**src/ogru_pkg.sv**
```systemverilog
// Shared types, constants and the occupancy percent table of the ray-update grid.
`default_nettype none
package ogru_pkg;
    localparam int GRID_WIDTH_DEF  = 150;
    localparam int GRID_HEIGHT_DEF = 100;

    localparam logic [1:0] REQ_HIT  = 2'd0;
    localparam logic [1:0] REQ_CAR  = 2'd1;
    localparam logic [1:0] REQ_READ = 2'd2;

    localparam logic [2:0] CFG_ROBOT_X  = 3'd0;
    localparam logic [2:0] CFG_ROBOT_Y  = 3'd1;
    localparam logic [2:0] CFG_OCC_STEP = 3'd2;
    localparam logic [2:0] CFG_FREE_STEP = 3'd3;
    localparam logic [2:0] CFG_ROW_START = 3'd4;

    typedef enum logic [3:0] {
        ST_CLEAR, ST_IDLE, ST_HIT_RD, ST_HIT_WAIT, ST_HIT_WR, ST_RAY_RD,
        ST_RAY_WAIT, ST_RAY_WR, ST_READ_RD, ST_READ_WAIT, ST_READ_WR, ST_DONE
    } state_t;

    // Commands from the controller to the datapath.
    typedef struct packed {
        logic clear_step;   // write zero at clear address, advance it
        logic load;         // capture the input item and set up the ray
        logic wr_hit;       // write the updated target cell
        logic ray_rd;       // read the current ray cell
        logic ray_wr;       // write the current ray cell (if eligible)
        logic ray_adv;      // step the ray walk
        logic rd_clr;       // write zero at the read cell
        logic out_load;     // latch the result
    } cmd_t;

    typedef struct packed {
        logic clear_done;
        logic in_window;    // hit/car within window
        logic hit_lin_ok;   // target linear index in range
        logic read_ok;      // read cell inside grid
        logic ray_last;     // current ray point is the last one
        logic [1:0] req;
    } stat_t;

    function automatic logic signed [7:0] percent_of(input logic signed [15:0] l);
        logic signed [7:0] p;
        if (l == 16'sd0) p = -8'sd1;
        else if (l >= 16'sd38) p = 8'sd100;
        else if (l >= 16'sd6) p = 8'sd99;
        else if (l <= -16'sd5) p = 8'sd0;
        else begin
            case (l[3:0])
                4'hC: p = 8'sd1;
                4'hD: p = 8'sd4;
                4'hE: p = 8'sd11;
                4'hF: p = 8'sd26;
                4'h1: p = 8'sd73;
                4'h2: p = 8'sd88;
                4'h3: p = 8'sd95;
                4'h4: p = 8'sd98;
                default: p = 8'sd99;
            endcase
        end
        return p;
    endfunction
endpackage
`default_nettype wire

```
**src/ogru_ctrl.sv**
```systemverilog
// Controller state machine of the ray-update grid.
`default_nettype none
module ogru_ctrl (
    input  wire                 aclk,
    input  wire                 aresetn,
    input  wire                 s_valid,
    output logic                s_ready,
    output logic                m_valid,
    input  wire                 m_ready,
    input  ogru_pkg::stat_t     stat,
    output ogru_pkg::cmd_t      cmd
);
    ogru_pkg::state_t state_reg, state_next;

    always_ff @(posedge aclk) begin
        if (!aresetn) begin
            state_reg <= ogru_pkg::ST_CLEAR;
        end else begin
            state_reg <= state_next;
        end
    end

    always_comb begin
        state_next = state_reg;
        unique case (state_reg)
            ogru_pkg::ST_CLEAR: if (stat.clear_done) state_next = ogru_pkg::ST_IDLE;
            ogru_pkg::ST_IDLE: if (s_valid) begin
                if (stat.req == ogru_pkg::REQ_HIT || stat.req == ogru_pkg::REQ_CAR)
                    state_next = ogru_pkg::ST_HIT_RD;
                else if (stat.req == ogru_pkg::REQ_READ)
                    state_next = ogru_pkg::ST_READ_RD;
                else
                    state_next = ogru_pkg::ST_DONE;
            end
            ogru_pkg::ST_HIT_RD:
                state_next = stat.in_window ? ogru_pkg::ST_HIT_WAIT : ogru_pkg::ST_DONE;
            ogru_pkg::ST_HIT_WAIT: state_next = ogru_pkg::ST_HIT_WR;
            ogru_pkg::ST_HIT_WR:   state_next = ogru_pkg::ST_RAY_RD;
            ogru_pkg::ST_RAY_RD:   state_next = ogru_pkg::ST_RAY_WAIT;
            ogru_pkg::ST_RAY_WAIT: state_next = ogru_pkg::ST_RAY_WR;
            ogru_pkg::ST_RAY_WR:
                state_next = stat.ray_last ? ogru_pkg::ST_DONE : ogru_pkg::ST_RAY_RD;
            ogru_pkg::ST_READ_RD:
                state_next = stat.read_ok ? ogru_pkg::ST_READ_WAIT : ogru_pkg::ST_DONE;
            ogru_pkg::ST_READ_WAIT: state_next = ogru_pkg::ST_READ_WR;
            ogru_pkg::ST_READ_WR:   state_next = ogru_pkg::ST_DONE;
            ogru_pkg::ST_DONE: if (m_ready) state_next = ogru_pkg::ST_IDLE;
            default: state_next = ogru_pkg::ST_IDLE;
        endcase
    end

    always_comb begin
        cmd = '0;
        s_ready = 1'b0;
        m_valid = 1'b0;
        unique case (state_reg)
            ogru_pkg::ST_CLEAR: cmd.clear_step = 1'b1;
            ogru_pkg::ST_IDLE: begin
                s_ready  = 1'b1;
                cmd.load = s_valid;
                // An unused request code finishes at once with an all-zero result.
                cmd.out_load = s_valid && stat.req != ogru_pkg::REQ_HIT
                               && stat.req != ogru_pkg::REQ_CAR
                               && stat.req != ogru_pkg::REQ_READ;
            end
            ogru_pkg::ST_HIT_RD: cmd.out_load = !stat.in_window;
            ogru_pkg::ST_HIT_WAIT: ;
            ogru_pkg::ST_HIT_WR:   cmd.wr_hit = 1'b1;
            ogru_pkg::ST_RAY_RD, ogru_pkg::ST_RAY_WAIT: cmd.ray_rd = 1'b1;
            ogru_pkg::ST_RAY_WR: begin
                cmd.ray_wr   = 1'b1;
                cmd.ray_adv  = 1'b1;
                cmd.out_load = stat.ray_last;
            end
            ogru_pkg::ST_READ_RD: cmd.out_load = !stat.read_ok;
            ogru_pkg::ST_READ_WAIT: ;
            ogru_pkg::ST_READ_WR: begin
                cmd.rd_clr   = 1'b1;
                cmd.out_load = 1'b1;
            end
            ogru_pkg::ST_DONE: m_valid = 1'b1;
            default: ;
        endcase
    end
endmodule
`default_nettype wire

```
**config.mk**
```make
export PLATFORM = sky130hd
export DESIGN_NAME = ogru_ctrl
export DESIGN_NICKNAME = d
export VERILOG_FILES = /design/src/ogru_pkg.sv /design/src/ogru_ctrl.sv
export SDC_FILE = /design/constraint.sdc
export NUM_CORES = 1
export LEC_CHECK = 0
export ABC_AREA = 1
export BUFFER_PORTS_ARGS = -buffer_cell sky130_fd_sc_hd__buf_2
export CELL_PAD_IN_SITES_DETAIL_PLACEMENT = 0
export CELL_PAD_IN_SITES_GLOBAL_PLACEMENT = 1
export CORE_MARGIN = 1
export CORE_UTILIZATION = 27
export DETAILED_ROUTE_END_ITERATION = 8
export MAX_ROUTING_LAYER = met4
export PLACE_DENSITY = 0.73
export SKIP_CTS_REPAIR_TIMING = 1
export SLEW_MARGIN = 10
export SYNTH_ARGS = -nofsm -noshare
export SYNTH_HDL_FRONTEND = slang
export SYNTH_SLANG_ARGS = --single-unit
export TNS_END_PERCENT = 1
```
**constraint.sdc**
```tcl
create_clock -name aclk -period 1.5 [get_ports aclk]
set_input_delay 0.45 -clock aclk [delete_from_list [all_inputs] [get_ports aclk]]
set_output_delay 0.45 -clock aclk [all_outputs]
set_load 0.005 [all_outputs]
```
## Yosys cells after proc, flatten, opt, wreduce, memory -nomap -nowiden

Index checks and enable logic that the tools add are counted.

- Register bits after elaboration: 4
- Bits of input ports: 11
- Output and inout port bits: 10
- Logic and storage cells: 48

- Equality and inequality tests: 18
- Multiplexer cells: 18
- Reduce and logical (&&, ||, !) cells: 11

Operators with widths:

| kind | number |
|---|---|
| $pmux 4 s12 | 1 |
| $mux 4 | 6 |
| $eq 4x3->1 const B | 4 |
| $eq 4x4->1 const B | 4 |
| $eq 4x2->1 const B | 2 |
| $ne 2x2->1 const B | 4 |
| $mux 1 | 7 |
| $mux 2 | 3 |
| $pmux 1 s5 | 1 |
| $eq 4x1->1 const B | 1 |
| $logic_not 4->1 | 1 |
| $logic_and 1x1->1 | 3 |
| $reduce_and 3->1 | 1 |
| $eq 2x1->1 const B | 1 |
| $eq 2x2->1 const B | 1 |
| $logic_not 1->1 | 2 |
| $logic_not 2->1 | 1 |
| $ne 2x1->1 const B | 1 |
| $reduce_bool 2->1 | 1 |
| $reduce_or 2->1 | 1 |
| $logic_or 1x1->1 | 1 |

## Logic depth before layout (Yosys ltp)

- Word-level depth: 5
- Gate-level depth with buffers: 9

## Worst setup path after synthesis

No wires, ideal clock.

- Kind: register -> output
- Start: register state_reg[0]
- End: output cmd[0] (netlist name)
- Data arrival time: 1.009 ns
- Required time: 1.050 ns
- Slack: 0.041 ns
- Stages on the path, launching flop included: 7
- Path buffers: 0
- Cell sequence: dfxtp_1 -> inv_2 -> nor2_1 -> nand2_1 -> nor2_1 -> nand3_1 -> o2111ai_1

RTL lines:

| what | RTL line | source |
|---|---|---|
| start: declaration | ogru_ctrl.sv:13 | `ogru_pkg::state_t state_reg, state_next;` |
| start signal: assignment | ogru_ctrl.sv:17 | `state_reg <= ogru_pkg::ST_CLEAR;` |
| start signal: assignment | ogru_ctrl.sv:19 | `state_reg <= state_next;` |
| end: declaration | ogru_ctrl.sv:11 | `output ogru_pkg::cmd_t cmd` |

==> results.cfg <==
[timing]
rsz0062_at_grt = true
finalClockSkew_ps = 1.23
layout_min_cycle_time_ps = 1680
finalSetupViolCount = 8
final_max_slew_viol_count = 0
slew_headroom = 0.814
tightest_slew_ps = 277
fin_setup_tns_ps = -552
hold_viol_final = 0
fin_crit_sh = 1.12
max_freq_ghz = 0.595
layout_setup_ws_ps = -181

[worst_setup_path]
max_stage_delay_ps = 350
critPathKind = register to output pin
r2r_slack_ps = 180
worstSetupStartpointType = register
cp_slowest_cell = dfxtp_4
crit_required_ps = 1050
crit_family = flip-flops
cp_data_arrival_time_ps = 1230
cp_max_fo = 5
cp_num_buf_inv = 2
worstSetupEndpointType = output pin
path_cells = nor2_2 > buf_4 > nand3b_1 > o2111ai_2 > buf_2

[worst_hold_path]
hp-class = input port to register

[layout]
final.fill_count = 173
largest_reg_flops = 4
area.sequential_um2 = 95.1
final_common_cell = nand2_1
drive_gt1_frac = 0.533
multiInputGateArea_um2 = 364
mostFrequentLayoutCells = nand2_1, buf_2, inv_1
area_growth_pct = 64.5
fin_util = 0.485
diodes = 0
nets = 133

[detailed_routing]
wl_per_cell_um = 9.48
vias = 620
drc_errors = 0
viasPerCell = 4.56
first_pass_iters = 3
drt_iter0_drc = 9
routed_wl_um = 1290
ant_nets = 0

[global_route]
antenna_found_initial = 0
grt_remaining_overflow = 0
grt_pass1_wl_um = 2080
grt_pass1_vias = 536
grt_max_degree = 6
grt_usage = 0.149

[synthesis]
ys_ff_latch = 4
syn_nets = 99
postSynthCellCount = 88
synthDistinctLibCells = 18
syn-cell-area_um2 = 454
yosys_warnings = 0
ys_seq_area_frac = 0.176
postSynthAreaPerCell_um2 = 5.16

[clock_tree]
cts_tree = done
cts_buffers = 3
cts_root_buffer = clkbuf_4
clockBufferDepth = 2
clock_sinks = 4
cts_max_level = 1
path_clk_slew_ps = 40
clk_latency_ps = 230

[pwr]
cellPowerDensity_mw_per_mm2 = 1630
ir_drop_mv = 0.873
p_leak_nw = 0.435

[die]
io-pin-count = 21
rows = 14
die-height_um = 43.0
initial_core_util = 0.295
die_w_um = 43.0
dieArea_mm2 = 0.00185
fp.coreArea_mm2 = 0.00154

[run_status]
status = complete, but fails checks
violations = negative setup slack

[place]
gp_congestion = 0.837
port_buffers = 19
dp_hpwl_um = 1110

[flow_run]
maxCapViolations = 0
through the flow:
| stage | cell area (um2) | power [W] | setup WS (ps) | hold WS, ps | std cells |
|---|---|---|---|---|---|
| 3_5_place_dp | 644 | 0.000943 | -26.1 | 689 | 133 |
| 5_1_grt | 747 | 0.00135 | -272 | 480 | 136 |
| 6_report | 747 | 0.00122 | -181 | 459 | 136 |
| 3_3_place_gp | 644 | 0.000943 | -24.4 | 685 | 133 |
| 2_1_floorplan | 454 | 0.000647 | 40.6 | 576 | 88 |
| 4_1_cts | 667 | 0.00108 | -274 | 453 | 136 |
worst min-delay path, delay by kind of cell:
| family | cells | cell delay, ps |
|---|---|---|
| AOI/OAI and AO/OA | 1 | 70 |
| buffers and inverters | 2 | 140 |
where the power goes:
group / internal [W] / leakage (nW) / switching, W / total (W)
Combinational: 0.000385 / 0.386 / 0.000473 / 0.000858
Sequential: 0.000165 / 0.0356 / 0.0000674 / 0.000232
Clock: 0.0000890 / 0.0138 / 0.0000375 / 0.000127
Total: 0.000639 / 0.435 / 0.000578 / 0.00122
worst paths after layout:
path,startpoint,to,cells after the start
worst max-delay path,state_reg[3],cmd[0],5
worst min-delay path,aresetn,state_reg[2],3
worst max register to register,state_reg[2],state_reg[0],10
worst min register to register,state_reg[3],state_reg[1],4
layout make-up:
class                           count  share of cell area
Clock buffer                        3              0.0302
Inverter                           17              0.0854
Multi-Input combinational cell     66               0.487
Sequential cell                     4               0.127
Tap cell                           16              0.0268
Timing Repair Buffer               30               0.243
synth_stat cells (all sizes together):
cell type / n / share of area
a21oi: 2 / 0.030
buf: 1 / 0.017
dfxtp: 4 / 0.18
inv: 17 / 0.14
nand2: 28 / 0.25
nand3: 6 / 0.066
nand3b: 1 / 0.017
nor2: 20 / 0.19
nor3: 2 / 0.022
o2111ai: 1 / 0.019
o21ai: 5 / 0.063
or2: 1 / 0.014
cells by family after synthesis:
kind of cell	after synthesis	synth area share
AND/OR/NAND/NOR	58	0.554
buffers and inverters	18	0.157
AO/OA/AOI/OAI	8	0.113
flip-flops	4	0.176
layer usage:
metal	GRT usage	wire (um)
met1	0.187	562
met5	-	0
met4	0.0364	0
met2	0.248	678
met3	0.0255	48
(Power assumes the default switching activity.)
